**config.mk**
```make
export PLATFORM = sky130hd
export DESIGN_NAME = audio_gain_fade_stage_flat
export DESIGN_NICKNAME = d
export VERILOG_FILES = /design/src/rtl/core/agfs_pkg.sv /design/src/rtl/core/agfs_sample_if.sv /design/src/rtl/core/agfs_result_if.sv /design/src/rtl/core/agfs_cfg_if.sv /design/src/rtl/core/audio_gain_fade_stage.sv /design/src/flat_wrapper.sv
export VERILOG_INCLUDE_DIRS = /design/src /design/src/rtl/core
export SDC_FILE = /design/constraint.sdc
export NUM_CORES = 1
export LEC_CHECK = 0
export BUFFER_PORTS_ARGS = -buffer_cell sky130_fd_sc_hd__buf_2
export CORE_AREA = 2 2 279 281
export DETAILED_ROUTE_END_ITERATION = 7
export DIE_AREA = 0 0 281 283
export PLACE_DENSITY = 0.62
export REMOVE_ABC_BUFFERS = 1
export SYNTH_ARGS = -nofsm -noshare
export SYNTH_HDL_FRONTEND = slang
export SYNTH_SLANG_ARGS = --single-unit
export TNS_END_PERCENT = 1
```
**constraint.sdc**
```tcl
create_clock -name clk -period 10.95 [get_ports clk]
set_input_delay 1.095 -clock clk [delete_from_list [all_inputs] [get_ports clk]]
set_output_delay 1.095 -clock clk [all_outputs]
set_load 0.005 [all_outputs]
```
**src/rtl/core/audio_gain_fade_stage_macros.svh**
```systemverilog
// ----------------------------------------------------------------------------
// Assertion macros for the audio gain and fade stage
// Overlapping and next-cycle implication checks, disabled during reset.
// ----------------------------------------------------------------------------
`ifndef AUDIO_GAIN_FADE_STAGE_MACROS_SVH
`define AUDIO_GAIN_FADE_STAGE_MACROS_SVH

// The consequent must hold in the same cycle as the antecedent.
`define AGFS_ASSERT_SAME(lbl, clk, rst_n, ante, cons) \
	lbl: assert property (@(posedge clk) disable iff (!(rst_n)) (ante) |-> (cons)) \
		else $error("audio gain fade stage check failed");

// The consequent must hold in the cycle after the antecedent.
`define AGFS_ASSERT_NEXT(lbl, clk, rst_n, ante, cons) \
	lbl: assert property (@(posedge clk) disable iff (!(rst_n)) (ante) |=> (cons)) \
		else $error("audio gain fade stage check failed");

`endif

```
**src/rtl/core/agfs_pkg.sv**
```systemverilog
// ----------------------------------------------------------------------------
// Audio gain and fade stage package
// Field widths, command codes, register indexes and fixed constants.
// ----------------------------------------------------------------------------
package agfs_pkg;

	localparam int CMD_W      = 2;
	localparam int SAMPLE_W   = 16;
	localparam int GAIN_W     = 16;
	localparam int CFG_IDX_W  = 1;
	localparam int CFG_DATA_W = 16;

	localparam int UNITY_SHIFT = 14;

	localparam logic [CMD_W-1:0] CMD_SAMPLE = 2'd0;
	localparam logic [CMD_W-1:0] CMD_START  = 2'd1;
	localparam logic [CMD_W-1:0] CMD_STOP   = 2'd2;

	localparam logic [CFG_IDX_W-1:0] REG_GAIN   = 1'd0;
	localparam logic [CFG_IDX_W-1:0] REG_STEREO = 1'd1;

	localparam logic [GAIN_W-1:0]   GAIN_RESET = 16'd16384;
	localparam logic [SAMPLE_W-1:0] SAT_MAX    = 16'h7FFF;

	typedef logic signed [SAMPLE_W-1:0] sample_t;

endpackage

```
**src/rtl/core/agfs_sample_if.sv**
```systemverilog
// ----------------------------------------------------------------------------
// Sample channel interface
// Carries one command word with its source samples and end marker.
// ----------------------------------------------------------------------------
interface agfs_sample_if;
	import agfs_pkg::*;

	logic             valid;
	logic             ready;
	logic [CMD_W-1:0] command;
	sample_t          sample_left;
	sample_t          sample_right;
	logic             last_of_source;

	modport source (output valid, command, sample_left, sample_right, last_of_source,
		input ready);
	modport sink (input valid, command, sample_left, sample_right, last_of_source,
		output ready);
endinterface

```
**src/rtl/core/agfs_result_if.sv**
```systemverilog
// ----------------------------------------------------------------------------
// Result channel interface
// Carries one scaled output word with its end-of-source flags.
// ----------------------------------------------------------------------------
interface agfs_result_if;
	import agfs_pkg::*;

	logic    valid;
	logic    ready;
	sample_t out_sample;
	logic    source_ended;
	logic    ended_interrupted;

	modport source (output valid, out_sample, source_ended, ended_interrupted,
		input ready);
	modport sink (input valid, out_sample, source_ended, ended_interrupted,
		output ready);
endinterface

```
**src/rtl/core/agfs_cfg_if.sv**
```systemverilog
// ----------------------------------------------------------------------------
// Configuration write interface
// Carries one register index and its write data per word.
// ----------------------------------------------------------------------------
interface agfs_cfg_if;
	import agfs_pkg::*;

	logic                  valid;
	logic                  ready;
	logic [CFG_IDX_W-1:0]  index;
	logic [CFG_DATA_W-1:0] data;

	modport source (output valid, index, data, input ready);
	modport sink (input valid, index, data, output ready);
endinterface

```
**src/rtl/core/audio_gain_fade_stage.sv**
```systemverilog
// ----------------------------------------------------------------------------
// Audio gain and fade stage
// Downmixes a stereo source to mono (else takes the left sample), applies gain
// and a linear fade ramp, truncates toward zero and saturates to 16 bits.
// ----------------------------------------------------------------------------
//  channel   dir   handshake     contents
//  samples   in    valid/ready   command, sample_left, sample_right, last_of_source
//  results   out   valid/ready   out_sample, source_ended, ended_interrupted
//  cfg       in    valid/ready   index, data (0 gain, 1 stereo_source)
//
// A sample word on an active source passes through the accepting state, three
// passes through the shared multiplier (gain, fade factor, reciprocal of the
// fade length) and a wait state that loads the output register once it is free.
// An idle sample word skips the multiplier; other words stay in the idle state.
// The finished word sits in an output register, and the next sample is taken
// while it waits. Reset clears all control state and sets gain to unity.
// ----------------------------------------------------------------------------
`include "audio_gain_fade_stage_macros.svh"

module audio_gain_fade_stage #(
	parameter int FADE_OUT_LEN = 128,
	parameter int FADE_IN_LEN  = 64
) (
	input logic           clk,
	input logic           arst_n,
	agfs_sample_if.sink   samples,
	agfs_result_if.source results,
	agfs_cfg_if.sink      cfg
);
	import agfs_pkg::*;

	localparam int LEN_MAX = (FADE_OUT_LEN > FADE_IN_LEN) ? FADE_OUT_LEN : FADE_IN_LEN;
	localparam int OW      = $clog2(FADE_OUT_LEN + 1);
	localparam int IW      = $clog2(FADE_IN_LEN + 1);
	localparam int DW      = $clog2(LEN_MAX + 1);
	localparam int XW      = DW + SAMPLE_W;
	localparam int RCP_W   = XW + DW;
	localparam int MB      = (RCP_W > GAIN_W) ? RCP_W : GAIN_W;
	localparam int P1_W    = 2 * SAMPLE_W;
	localparam int PW      = P1_W + MB;
	localparam int XFW     = PW - UNITY_SHIFT;

	localparam logic [63:0] RCP_NUM = 64'd1 << RCP_W;
	localparam logic [RCP_W-1:0] RCP_OUT =
		RCP_W'((RCP_NUM + 64'(FADE_OUT_LEN) - 64'd1) / 64'(FADE_OUT_LEN));
	localparam logic [RCP_W-1:0] RCP_IN =
		RCP_W'((RCP_NUM + 64'(FADE_IN_LEN) - 64'd1) / 64'(FADE_IN_LEN));

	localparam int ST_W = 3;
	localparam logic [ST_W-1:0] ST_IDLE = 3'd0;
	localparam logic [ST_W-1:0] ST_MUL1 = 3'd1;
	localparam logic [ST_W-1:0] ST_MUL2 = 3'd2;
	localparam logic [ST_W-1:0] ST_MUL3 = 3'd3;
	localparam logic [ST_W-1:0] ST_WAIT = 3'd4;

	logic [ST_W-1:0]     state_q, state_n;
	logic [GAIN_W-1:0]   gain_q;
	logic                stereo_q;
	logic                act_q, act_n;
	logic [OW-1:0]       fo_q, fo_n;
	logic [IW-1:0]       fi_q, fi_n;
	logic                sp_q, sp_n;
	logic                out_valid_q;

	logic [SAMPLE_W-1:0] mag_q;
	logic                neg_q;
	logic [DW-1:0]       factor_q, factor_n;
	logic [DW-1:0]       div_q, div_n;
	logic [P1_W-1:0]     p_q;
	logic [XW-1:0]       x_q;
	logic [SAMPLE_W-1:0] q_q;
	logic                ended_q, ended_n;
	logic                cut_q, cut_n;
	sample_t             out_sample_q;
	logic                out_ended_q;
	logic                out_cut_q;

	logic                accept;
	logic                sample_word;
	logic signed [SAMPLE_W:0] mix_sum;
	logic signed [SAMPLE_W:0] mix_half;
	sample_t             mono;
	logic [P1_W-1:0]     mul_a;
	logic [MB-1:0]       mul_b;
	logic [PW-1:0]       mul_res;
	logic [XFW-1:0]      xfull;
	logic [DW+14:0]      xlim;
	logic [XW-1:0]       xclamp;
	logic [RCP_W-1:0]    rcp_sel;
	logic                out_load;
	sample_t             result;

	assign accept      = samples.valid && samples.ready;
	assign sample_word = accept && (samples.command == CMD_SAMPLE);
	assign out_load    = (state_q == ST_WAIT) && (!out_valid_q || results.ready);

	assign mix_sum  = {samples.sample_left[SAMPLE_W-1], samples.sample_left}
		+ {samples.sample_right[SAMPLE_W-1], samples.sample_right};
	assign mix_half = (mix_sum + {{SAMPLE_W{1'b0}}, mix_sum[SAMPLE_W]}) >>> 1;
	assign mono     = stereo_q ? mix_half[SAMPLE_W-1:0] : samples.sample_left;

	always_comb begin
		act_n    = act_q;
		fo_n     = fo_q;
		fi_n     = fi_q;
		sp_n     = sp_q;
		factor_n = DW'(1);
		div_n    = DW'(1);
		cut_n    = 1'b0;
		ended_n  = 1'b0;
		if (accept) begin
			unique case (samples.command)
				CMD_START: begin
					sp_n = 1'b1;
				end
				CMD_STOP: begin
					if (act_q) begin
						fo_n = OW'(FADE_OUT_LEN);
						fi_n = '0;
					end
					sp_n = 1'b0;
				end
				CMD_SAMPLE: begin
					if (sp_q) begin
						if (act_q) begin
							if (fo_q == '0) begin
								fo_n = OW'(FADE_OUT_LEN);
								fi_n = '0;
							end
						end else begin
							act_n = 1'b1;
							fi_n  = IW'(FADE_IN_LEN);
							fo_n  = '0;
							sp_n  = 1'b0;
						end
					end
					if (act_n) begin
						if (fo_n != '0) begin
							factor_n = DW'(fo_n);
							div_n    = DW'(FADE_OUT_LEN);
							cut_n    = (fo_n == OW'(1));
							fo_n     = fo_n - OW'(1);
						end else if (fi_n != '0) begin
							factor_n = DW'(FADE_IN_LEN) - DW'(fi_n);
							div_n    = DW'(FADE_IN_LEN);
							fi_n     = fi_n - IW'(1);
						end
						ended_n = cut_n || samples.last_of_source;
						if (ended_n) begin
							act_n = 1'b0;
							fo_n  = '0;
							fi_n  = '0;
						end
					end
				end
				default: begin
				end
			endcase
		end
	end

	assign rcp_sel = (div_q == DW'(FADE_OUT_LEN)) ? RCP_OUT : RCP_IN;

	assign mul_a   = (state_q == ST_MUL1) ? P1_W'(mag_q)
		: ((state_q == ST_MUL2) ? p_q : P1_W'(x_q));
	assign mul_b   = (state_q == ST_MUL1) ? MB'(gain_q)
		: ((state_q == ST_MUL2) ? MB'(factor_q) : MB'(rcp_sel));
	assign mul_res = PW'(mul_a) * PW'(mul_b);

	assign xfull  = mul_res[PW-1:UNITY_SHIFT];
	assign xlim   = {div_q, 15'b0};
	assign xclamp = (xfull > XFW'(xlim)) ? XW'(xlim) : xfull[XW-1:0];

	assign result = neg_q ? sample_t'(-q_q) : (q_q[SAMPLE_W-1] ? SAT_MAX : q_q);

	always_comb begin
		state_n = state_q;
		unique case (state_q)
			ST_IDLE: begin
				if (sample_word) begin
					state_n = act_n || ended_n ? ST_MUL1 : ST_WAIT;
				end
			end
			ST_MUL1: state_n = ST_MUL2;
			ST_MUL2: state_n = ST_MUL3;
			ST_MUL3: state_n = ST_WAIT;
			ST_WAIT: begin
				if (out_load) begin
					state_n = ST_IDLE;
				end
			end
			default: state_n = ST_IDLE;
		endcase
	end

	always_ff @(posedge clk or negedge arst_n) begin
		if (!arst_n) begin
			state_q     <= ST_IDLE;
			gain_q      <= GAIN_RESET;
			stereo_q    <= 1'b0;
			act_q       <= 1'b0;
			fo_q        <= '0;
			fi_q        <= '0;
			sp_q        <= 1'b0;
			out_valid_q <= 1'b0;
		end else begin
			state_q <= state_n;
			act_q   <= act_n;
			fo_q    <= fo_n;
			fi_q    <= fi_n;
			sp_q    <= sp_n;
			if (cfg.valid && cfg.ready) begin
				unique case (cfg.index)
					REG_GAIN:   gain_q   <= cfg.data;
					REG_STEREO: stereo_q <= cfg.data[0];
					default: begin
					end
				endcase
			end
			if (out_load) begin
				out_valid_q <= 1'b1;
			end else if (results.ready) begin
				out_valid_q <= 1'b0;
			end
		end
	end

	always_ff @(posedge clk) begin
		if (sample_word) begin
			mag_q    <= mono[SAMPLE_W-1] ? SAMPLE_W'(-mono) : mono;
			neg_q    <= mono[SAMPLE_W-1] && (act_n || ended_n);
			factor_q <= factor_n;
			div_q    <= div_n;
			ended_q  <= ended_n;
			cut_q    <= cut_n;
			q_q      <= '0;
		end
		unique case (state_q)
			ST_MUL1: begin
				p_q <= mul_res[P1_W-1:0];
			end
			ST_MUL2: begin
				x_q <= xclamp;
			end
			ST_MUL3: begin
				q_q <= (div_q == DW'(1)) ? x_q[SAMPLE_W-1:0]
					: mul_res[RCP_W+SAMPLE_W-1:RCP_W];
			end
			default: begin
			end
		endcase
		if (out_load) begin
			out_sample_q <= result;
			out_ended_q  <= ended_q;
			out_cut_q    <= cut_q;
		end
	end

	assign samples.ready             = (state_q == ST_IDLE);
	assign cfg.ready                 = 1'b1;
	assign results.valid             = out_valid_q;
	assign results.out_sample        = out_sample_q;
	assign results.source_ended      = out_ended_q;
	assign results.ended_interrupted = out_cut_q;

	`AGFS_ASSERT_SAME(a_cut_implies_end, clk, arst_n, out_valid_q, !out_cut_q || out_ended_q)
	`AGFS_ASSERT_SAME(a_idle_counts_clear, clk, arst_n, !act_q, (fo_q == '0) && (fi_q == '0))
	`AGFS_ASSERT_SAME(a_fade_out_bound, clk, arst_n, 1'b1, fo_q <= OW'(FADE_OUT_LEN))
	`AGFS_ASSERT_NEXT(a_sample_starts_work, clk, arst_n, sample_word,
		(state_q == ST_MUL1) || (state_q == ST_WAIT))

endmodule

```
**src/flat_wrapper.sv**
```systemverilog
// flat-port wrapper written by rule: the top's interface ports become plain ports
module audio_gain_fade_stage_flat import agfs_pkg::*;
#(
	parameter int FADE_OUT_LEN = 128,
	parameter int FADE_IN_LEN  = 64
)
  (clk, arst_n, samples_valid, samples_command, samples_sample_left, samples_sample_right, samples_last_of_source, samples_ready, results_valid, results_out_sample, results_source_ended, results_ended_interrupted, results_ready, cfg_valid, cfg_index, cfg_data, cfg_ready);
  agfs_sample_if samples_i ();
  agfs_result_if results_i ();
  agfs_cfg_if cfg_i ();
  input logic clk;
  input logic arst_n;
  input wire logic [$bits(samples_i.valid)-1:0] samples_valid;
  input wire logic [$bits(samples_i.command)-1:0] samples_command;
  input wire logic [$bits(samples_i.sample_left)-1:0] samples_sample_left;
  input wire logic [$bits(samples_i.sample_right)-1:0] samples_sample_right;
  input wire logic [$bits(samples_i.last_of_source)-1:0] samples_last_of_source;
  output wire logic [$bits(samples_i.ready)-1:0] samples_ready;
  output wire logic [$bits(results_i.valid)-1:0] results_valid;
  output wire logic [$bits(results_i.out_sample)-1:0] results_out_sample;
  output wire logic [$bits(results_i.source_ended)-1:0] results_source_ended;
  output wire logic [$bits(results_i.ended_interrupted)-1:0] results_ended_interrupted;
  input wire logic [$bits(results_i.ready)-1:0] results_ready;
  input wire logic [$bits(cfg_i.valid)-1:0] cfg_valid;
  input wire logic [$bits(cfg_i.index)-1:0] cfg_index;
  input wire logic [$bits(cfg_i.data)-1:0] cfg_data;
  output wire logic [$bits(cfg_i.ready)-1:0] cfg_ready;
  assign samples_i.valid = samples_valid;
  assign samples_i.command = samples_command;
  assign samples_i.sample_left = samples_sample_left;
  assign samples_i.sample_right = samples_sample_right;
  assign samples_i.last_of_source = samples_last_of_source;
  assign samples_ready = samples_i.ready;
  assign results_valid = results_i.valid;
  assign results_out_sample = results_i.out_sample;
  assign results_source_ended = results_i.source_ended;
  assign results_ended_interrupted = results_i.ended_interrupted;
  assign results_i.ready = results_ready;
  assign cfg_i.valid = cfg_valid;
  assign cfg_i.index = cfg_index;
  assign cfg_i.data = cfg_data;
  assign cfg_ready = cfg_i.ready;
  audio_gain_fade_stage #(.FADE_OUT_LEN(FADE_OUT_LEN), .FADE_IN_LEN(FADE_IN_LEN)) u_core (.clk(clk), .arst_n(arst_n), .samples(samples_i), .results(results_i), .cfg(cfg_i));
endmodule
```
# == After elaboration in Yosys (flattened, before gate mapping) ==
# Index checks and enable logic that the tools add are counted.
# totals
register_bits,163
# op_classes
muxes,61
n_lt_le_gt_ge,1
eq_ne,12
multipliers,1
bitwise_logic,4
n_reduce_logical,24
add_sub_neg,7
# op_table
cell,count
$mux W32,4
$mux W8,12
$mux W16,5
$mux W7,11
$mul A32 B32 Y64,1
$gt A50 B23 Y1,1
$neg A16 Y16,2
$mux W15,2
$mux W27,1
$mux W23,1
$mux W1,18
$add A16 B16 Y17,1
$add A17 B1 Y17,1
$eq A8 B1 Y1 const B,2
$pmux W8 S2,1
$pmux W3 S5,1
$pmux W7 S2,1
$mux W3,3
$eq A8 B8 Y1 const B,1
$logic_not A8 Y1,1
$reduce_and A2 Y1,4
$reduce_bool A8 Y1,1
$sub A7 B7 Y8 const A,1
$sub A8 B1 Y8 const B,1
20 further kinds,33

# == Depth between registers and ports, before layout ==
# Gate-level depths: netlist of run 1.
# depth
ltp_word,20
depth_mapped,39
depth_no_buf,34

# == Worst setup path after synthesis of run 1 ==
# Ideal clock, no wire load.
# synth_path
path_kind,register to register
from,register u_core.state_q[1]
to,"register u_core.x_q[15], data pin"
path_buffers,6
synth_period_minus_slack_ps,10404
required_time_ps,10690
t_arrival_ps,10144
stages_incl_launch_ff,34
slack_ps,546
cell_sequence,dfrtp_1 > clkbuf_1 > nor3b_1 > clkbuf_1 > clkbuf_1 > clkbuf_1 > buf_1 > nand3_1 > fa_1 > fa_1 > inv_1 > fa_1 > inv_1 > fa_1 > fa_1 > inv_1 > fa_1 > inv_1 > fa_1 > fa_1 > inv_1 > ha_1 > clkbuf_1 > nand4_1 > nor2_1 > nand3_1 > a2111oi_0 > nor3_2 > o21ba_2 > xnor2_1 > or4_1 > nor4b_1 > o2111ai_1 > mux2_2
# synth_between
elab_chain_len,6
# synth_lines
element,line,rtl
start: declaration,audio_gain_fade_stage.sv:56,"logic [ST_W-1:0] state_q, state_n;"
start signal: assignment,audio_gain_fade_stage.sv:207,state_q <= state_n;
$eq A3 B2 Y1,"audio_gain_fade_stage.sv:165, audio_gain_fade_stage.sv:167",
"$mux W32, on equally long branches","audio_gain_fade_stage.sv:165, audio_gain_fade_stage.sv:167",
"$mux W32, on equally long branches","audio_gain_fade_stage.sv:164, audio_gain_fade_stage.sv:166",
$mul A32 B32 Y64 *,audio_gain_fade_stage.sv:168,assign mul_res = PW'(mul_a) * PW'(mul_b);
$gt A50 B23 Y1,audio_gain_fade_stage.sv:172,assign xclamp = (xfull > XFW'(xlim)) ? XW'(xlim) : xfull[XW-1:0];
$mux W23 *,audio_gain_fade_stage.sv:172,
named net u_core.xclamp[15],audio_gain_fade_stage.sv:88,logic [XW-1:0] xclamp;
end signal: assignment,audio_gain_fade_stage.sv:243,x_q <= xclamp;
end: declaration,audio_gain_fade_stage.sv:70,logic [XW-1:0] x_q;
# The timed path passes the listed nets; every way through them passes the cells marked *.
# A chain may end at the register's enable or synchronous reset.

# == Worst setup path after layout of run 1 ==
# layout_path
from,register u_core.state_q[1]
to,"register u_core.x_q[19], data pin"
# layout_between
elab_chain_len,6
# layout_lines
element,line
$eq A3 B2 Y1,"audio_gain_fade_stage.sv:165, audio_gain_fade_stage.sv:167"
"$mux W32, on equally long branches","audio_gain_fade_stage.sv:165, audio_gain_fade_stage.sv:167"
"$mux W32, on equally long branches","audio_gain_fade_stage.sv:164, audio_gain_fade_stage.sv:166"
$mul A32 B32 Y64 *,audio_gain_fade_stage.sv:168
$gt A50 B23 Y1,audio_gain_fade_stage.sv:172
$mux W23 *,audio_gain_fade_stage.sv:172
# Mark *: on every way between the ends. The rest lies on a longest branch, timed or not.

==> results.md, run 1 <==
| Result | Reported |
|---|---|
| Hold slack final | 0.424 ns |
| Number of buffers added for setup after CTS | 0 |
| CTS Buf Count | 17 |
| Cell type with the highest occurrence count on the critical path | sky130_fd_sc_hd__fa_1 |
| Critical Path End Type | register |
| Final max-slew violation count | 0 |
| Max stage delay on crit path | 0.55 ns |
| Path type of the worst setup path | reg -> reg |
| Endpoints failing hold | 0 |
| Arrival time at the worst endpoint | 10.77 ns |
| Count of hold buffers inserted by post-cts repair | 0 |
| Drt first pass iters | 5 |
| Commonest non-fill, non-tap cell in the layout | sky130_fd_sc_hd__inv_1 |
| Fraction of final layout cells sized beyond drive strength 1 | 7.20% |
| Share of flip-flops with an asynchronous set or reset after synthesis | 24.1% |
| GRT overflow | 0 |
| Floorplan Core Area | 76700 um^2 |
| Final instance area | 33200 um^2 |
| Flip-flop and latch count after synthesis | 158 |
| Boundary pin count | 78 |
| Initial antenna violation count | 1 |
| Mean post-synth cell area | 9.06 um^2 |
| Main flop type after synthesis | sky130_fd_sc_hd__edfxtp_1 |
| Startpoint type of the worst setup path | register |
| Share of the cycle needed by the critical path after routing | 95.5% |
| Distinct cell type count of the synthesized netlist | 82 |
| Routed length per instance | 18.0 um |
| Class of the most critical hold timing path | reg -> reg |
| Sequential standard cell area | 4560 um^2 |
| Worst skew pair latency | 0.51 ns |
| Die Wd | 281 um |
| Area taken by multi-input logic gates | 23600 um^2 |
| Count of endpoints failing setup in the final report | 0 |
| Layout net count | 4403 |
| Maximum fanout along the worst path | 70 |
| Yosys Warn Count | 0 |
| Wire length of the first global-routing pass | 131 mm |
| Violation count after the first detailed-routing iteration | 1832 |
| EDFF count, synth | 120 |
| DRC Markers | 0 |
| Max-cap violations | 0 |
| Total number of vias | 23700 |
| Clk pin slew, worst setup/hold paths | 0.07 ns |
| Layout Skew | 0.0215 ns |
| Count of input and output buffers | 76 |
| Post-Place Cell Area | 32600 um^2 |
| CTS tree | yes |
| Fmax achieved | 95.7 MHz |
| Starting density of the core | 39.6% |
| Worst Tran Pin Value | 1.12 ns |
| Library cell used as clock root buffer | sky130_fd_sc_hd__clkbuf_16 |
| RSZ-0062 raised after global routing | false |
| Die Area | 79500 um^2 |
| Fill cells | 7577 |
| Vias in the first global route | 23600 |
| Row count | 102 |
| Setup TNS | 0 ns |
| Result of the run | completed |
| Largest net degree at the start of global routing | 75 |
| Detailed Place HPWL | 69.2 mm |
| Antenna violation net count after detailed routing | 0 |
| Number of non-filler instances in the completed layout | 4552 |
| Data required, critical path | 11.27 ns |
| GPL Wtd Cong | 1.03 |
| Commonest cells after routing, fill and taps aside | sky130_fd_sc_hd__inv_1, sky130_fd_sc_hd__fa_1, sky130_fd_sc_hd__ha_1 |
| Antenna Cells | 0 |
| Vias per Instance | 5.21 |
| CTS Sinks | 158 |
| Post-placement cell count | 4520 |
| Share of synthesized area occupied by flip-flops and latches | 15.0% |
| Max H-tree Level | 4 |
| Highest-delay cell along the critical path | sky130_fd_sc_hd__fa_1 |
| Maximum buffer depth of the clock tree | 2 |
| Growth of design area from synthesis to finish | 9.40% |
| Area of the mapped netlist | 30300 um^2 |
| Worst slew margin relative to its limit | 25.1% |
| Instance count of the mapped netlist | 3347 |
| Global routing usage summed across all routing layers | 21.3% |
| Total wire length | 81.8 mm |
| Height of the chip | 283 um |
| Crit path time final | 10.45 ns |
critical path, delay by kind of cell, from the launching register on:
| family | cells | cell delay [ns] |
|---|---|---|
| adder cells (fa/ha/maj) | 9 | 4.04 |
| buffers and inverters | 8 | 1.23 |
| flip-flops | 1 | 0.48 |
| AO/OA/AOI/OAI | 8 | 2.48 |
| multiplexers | 1 | 0.28 |
| AND/OR/NAND/NOR | 7 | 1.66 |
cells in the mapped netlist, types with 27 or more instances:
master / instances / area share, %
sky130_fd_sc_hd__clkbuf_1: 146 / 1.8
sky130_fd_sc_hd__nand2b_1: 27 / 0.56
sky130_fd_sc_hd__and3_1: 104 / 2.1
sky130_fd_sc_hd__or3_1: 28 / 0.58
sky130_fd_sc_hd__a21oi_1: 169 / 2.8
sky130_fd_sc_hd__xor2_1: 37 / 1.1
sky130_fd_sc_hd__nor3_1: 44 / 0.73
sky130_fd_sc_hd__mux2i_1: 33 / 1.1
sky130_fd_sc_hd__o21ai_0: 96 / 1.6
sky130_fd_sc_hd__fa_1: 463 / 31
sky130_fd_sc_hd__ha_1: 384 / 16
sky130_fd_sc_hd__dfrtp_1: 37 / 3.1
sky130_fd_sc_hd__nand2_1: 235 / 2.9
sky130_fd_sc_hd__nand4_1: 31 / 0.64
sky130_fd_sc_hd__edfxtp_1: 120 / 12
sky130_fd_sc_hd__nand3_1: 44 / 0.73
sky130_fd_sc_hd__xnor2_1: 46 / 1.3
sky130_fd_sc_hd__or2_2: 28 / 0.58
sky130_fd_sc_hd__nor2_1: 383 / 4.7
sky130_fd_sc_hd__inv_1: 580 / 7.2
state kept, by name (all words and copies together) (netlist names), 3 cells and up:
register,flops
u_core.div_q,3
u_core.q_q,16
u_core.fi_q,7
u_core.x_q,24
u_core.gain_q,16
u_core.state_q,3
u_core.results.out_sample,16
u_core.p_q,32
u_core.factor_q,8
u_core.fo_q,8
u_core.mag_q,16
metal layers:
metal / track usage, % / wire length (um) / up-vias
met5: 0 / 8 / -
li1: - / - / 11100
met3: 4.11 / 5490 / 112
met4: 5.80 / 2020 / 2
met2: 34.0 / 38400 / 678
met1: 29.3 / 35900 / 11800
timing repair:
item                                    in CTS  in global routing
endpoints found under the setup margin       0                  7
resized for setup                            0                  3
endpoints found under the hold margin        0                  0
metrics by stage:
stage	setup slack [ns]	utilization, %
finish	0.496	43.3
global route	0.0115	43.3
CTS	0.493	43.3
detailed placement	0.529	42.5
global placement	0.468	42.5
floorplan	-10.77	-
final cells by class:
type	count	share of cell area, %
Tap cell	1040	3.92
Inverter	580	6.56
Sequential cell	158	13.7
Timing Repair Buffer	142	2.75
Clock inverter	15	0.535
Clock buffer	17	1.28
Multi-Input combinational cell	2600	71.2
final timing paths:
check | startpoint | to | slack, ns | cells after the start
worst max-delay path | u_core.state_q[1]$_DFFE_PN0P_ | u_core.x_q[19]$_SDFFCE_PN0P_ | 0.50 | 33
worst min-delay path | u_core.ended_q$_DFFE_PP_ | u_core.results.source_ended$_DFFE_PP_ | 0.42 | 0
worst max register to register | u_core.state_q[1]$_DFFE_PN0P_ | u_core.x_q[19]$_SDFFCE_PN0P_ | 0.50 | 33
worst min register to register | u_core.ended_q$_DFFE_PP_ | u_core.results.source_ended$_DFFE_PP_ | 0.42 | 0
max in group asynchronous | arst_n | u_core.state_q[1]$_DFFE_PN0P_ | 9.82 | 2
min in group asynchronous | arst_n | u_core.gain_q[6]$_DFFE_PN0P_ | 0.70 | 2
cell families (layout without fill, tap and decap cells):
logic type | after synthesis | in the layout | share of synthesized area [%]
and+or+nand+nor | 997 | 997 | 15.4
adders and majority gates | 847 | 847 | 46.4
buffers and inverters | 735 | 754 | 9.11
AOI/OAI and AO/OA | 470 | 470 | 9.78
DFF | 158 | 158 | 15.0
xor gates and xnor gates | 83 | 83 | 2.40
muxes | 55 | 55 | 1.91
other | 2 | 148 | 0.0248
Power of run 1 is not shown: default switching activity piles up to over one toggle a cycle in this logic, so the estimate is an artifact.
==> run 2: changes to the inputs <==
--- a/config.mk
+++ b/config.mk
@@ -10,7 +10,7 @@
 export CORE_AREA = 2 2 279 281
 export DETAILED_ROUTE_END_ITERATION = 7
 export DIE_AREA = 0 0 281 283
-export PLACE_DENSITY = 0.62
+export PLACE_DENSITY = 0.56
 export REMOVE_ABC_BUFFERS = 1
 export SYNTH_ARGS = -nofsm -noshare
 export SYNTH_HDL_FRONTEND = slang
==> run 2 against run 1 <==
Effect of this change: maximum frequency shrank 1.9%; sequential cell count is the same; via count shrank 0.17%; core utilization is essentially flat; count of clock-buffer cells in the layout is the same; critical path depth shrank 1; clock skew shrank 0.0011 ns; global-route usage grew 0.60 points; first-iteration DRC count shrank 15%; worst setup slack lost 0.21 ns; critical path type unchanged; highest routed layer is now met4.
==> results.md, run 2 (synthesized netlist as in run 1, its figures left out) <==
| Result | Reported |
|---|---|
| Height of the chip | 283 um |
| Total wire length | 83.9 mm |
| RSZ-0062 raised after global routing | false |
| Max H-tree Level | 4 |
| Crit path time final | 10.66 ns |
| Worst Tran Pin Value | 1.30 ns |
| Setup WS pre-CTS | 0.512 ns |
| Worst skew pair latency | 0.50 ns |
| Data required, critical path | 11.19 ns |
| Vias per Instance | 5.20 |
| Final cell utilization of the core | 43.2% |
| Launch point of the critical path | u_core.state_q[1]$_DFFE_PN0P_ |
| Growth of design area from synthesis to finish | 9.30% |
| Starting density of the core | 39.6% |
| Final max-slew violation count | 0 |
| Routed length per instance | 18.4 um |
| Worst Hold End | u_core.results.source_ended$_DFFE_PP_ |
| Number of flip-flops under the largest register name | 32 |
| Fmax achieved | 93.8 MHz |
| Critical Path End Type | register |
| Fraction of final layout cells sized beyond drive strength 1 | 7.07% |
| Die Area | 79500 um^2 |
| Die Wd | 281 um |
| Arrival time at the worst endpoint | 10.90 ns |
| DRC Markers | 0 |
| Class of the most critical hold timing path | reg -> reg |
| Clk pin slew, worst setup/hold paths | 0.07 ns |
| Final instance area | 33200 um^2 |
| Count of endpoints failing setup in the final report | 0 |
| Post-Place Cell Area | 32500 um^2 |
| Count of hold buffers inserted by post-cts repair | 0 |
| Result of the run | completed |
| Max-cap violations | 0 |
| GRT overflow | 0 |
| Hold-critical path depth | 0 |
| CTS tree | yes |
| Boundary pin count | 78 |
| R2r worst-path depth | 32 |
| Commonest cells after routing, fill and taps aside | sky130_fd_sc_hd__inv_1, sky130_fd_sc_hd__fa_1, sky130_fd_sc_hd__ha_1 |
| Largest registers | u_core.p_q: 32 flops, u_core.x_q: 24 flops |
| Hold wc startpoint | u_core.ended_q$_DFFE_PP_ |
| Maximum fanout along the worst path | 39 |
| Layout Skew | 0.0204 ns |
| Worst R2R Setup Slack | 0.29 ns |
| Top register by number of flip-flops | u_core.p_q |
| Number of buffers added for setup after CTS | 0 |
| CTS Buf Count | 17 |
| Row count | 102 |
| Wire length of the first global-routing pass | 134 mm |
| Destination of the worst register-to-register timing path | u_core.x_q[22]$_DFFE_PP_ |
| CTS Sinks | 158 |
| Startpoint type of the worst setup path | register |
| Vias in the first global route | 23900 |
| Endpoints failing hold | 0 |
| Drt first pass iters | 5 |
| Maximum buffer depth of the clock tree | 2 |
| Violation count after the first detailed-routing iteration | 1559 |
| Layout net count | 4400 |
| Antenna violation net count after detailed routing | 0 |
| Path type of the worst setup path | reg -> reg |
| Global routing usage summed across all routing layers | 21.9% |
| Cells resized by post-CTS repair | 0 |
| Detailed Place HPWL | 71.1 mm |
| Max stage delay on crit path | 1.11 ns |
| Commonest non-fill, non-tap cell in the layout | sky130_fd_sc_hd__inv_1 |
| GPL Wtd Cong | 0.999 |
| Start of the worst register-to-register path | u_core.state_q[1]$_DFFE_PN0P_ |
| Floorplan Core Area | 76700 um^2 |
| Highest-delay cell along the critical path | sky130_fd_sc_hd__a2111oi_0 |
| Total number of vias | 23700 |
| Library cell used as clock root buffer | sky130_fd_sc_hd__clkbuf_16 |
| Count of input and output buffers | 76 |
| Share of the cycle needed by the critical path after routing | 97.4% |
| Cell type with the highest occurrence count on the critical path | sky130_fd_sc_hd__fa_1 |
| Initial antenna violation count | 2 |
| Final worst slack | 0.289 ns |
| Worst slew margin relative to its limit | 11.3% |
| Largest net degree at the start of global routing | 78 |
## run 2: per-stage QoR
| step | std cells | hold WS, ns | setup TNS (ns) |
|---|---|---|---|
| 2_1_floorplan | 3338 | 0.400 | -599.99 |
| 3_3_place_gp | 4517 | 0.430 | 0 |
| 3_5_place_dp | 4517 | 0.432 | 0 |
| 4_1_cts | 4549 | 0.438 | 0 |
| 5_1_grt | 4549 | 0.448 | 0 |
| 6_report | 4552 | 0.436 | 0 |
## run 2: worst max-delay path: cells and delay by family, from the launching register on
kind            cells  cell delay (ns)
simple gates        8             1.93
mux                 3             0.90
flops               1             0.45
buf+inv             8             0.84
fa+ha+maj           9             4.38
compound gates      4             1.89
## run 2: cell type report
type / count / area (um^2)
diodes: 3 / 7.51
clock buffers: 17 / 425
clock inverters: 15 / 191
fillers: 7698 / 43500
inverters: 580 / 2180
multi-input cells: 2600 / 23600
flip-flops and latches: 158 / 4560
well taps: 1040 / 1300
repair buffers: 139 / 878
## run 2: layer usage
metal	wire length [um]	GRT usage, %	share of wire, %	vias to the layer above
li1	-	-	-	11200
met1	37100	29.8	44	11800
met2	39700	35.5	47	642
met3	4850	3.57	5.8	95
met4	2310	6.72	2.8	0
met5	0	0	0	-
## run 2: how the worst max path moves through the flow
stage	to	cells after the start
global placement	u_core.x_q[15]$_DFFE_PP_	32
floorplan	u_core.x_q[15]$_DFFE_PP_	28
global route	u_core.x_q[15]$_DFFE_PP_	32
detailed placement	u_core.x_q[21]$_DFFE_PP_	32
finish	u_core.x_q[22]$_DFFE_PP_	32
CTS	u_core.x_q[22]$_DFFE_PP_	32
Power of run 2 is left out for the same reason.
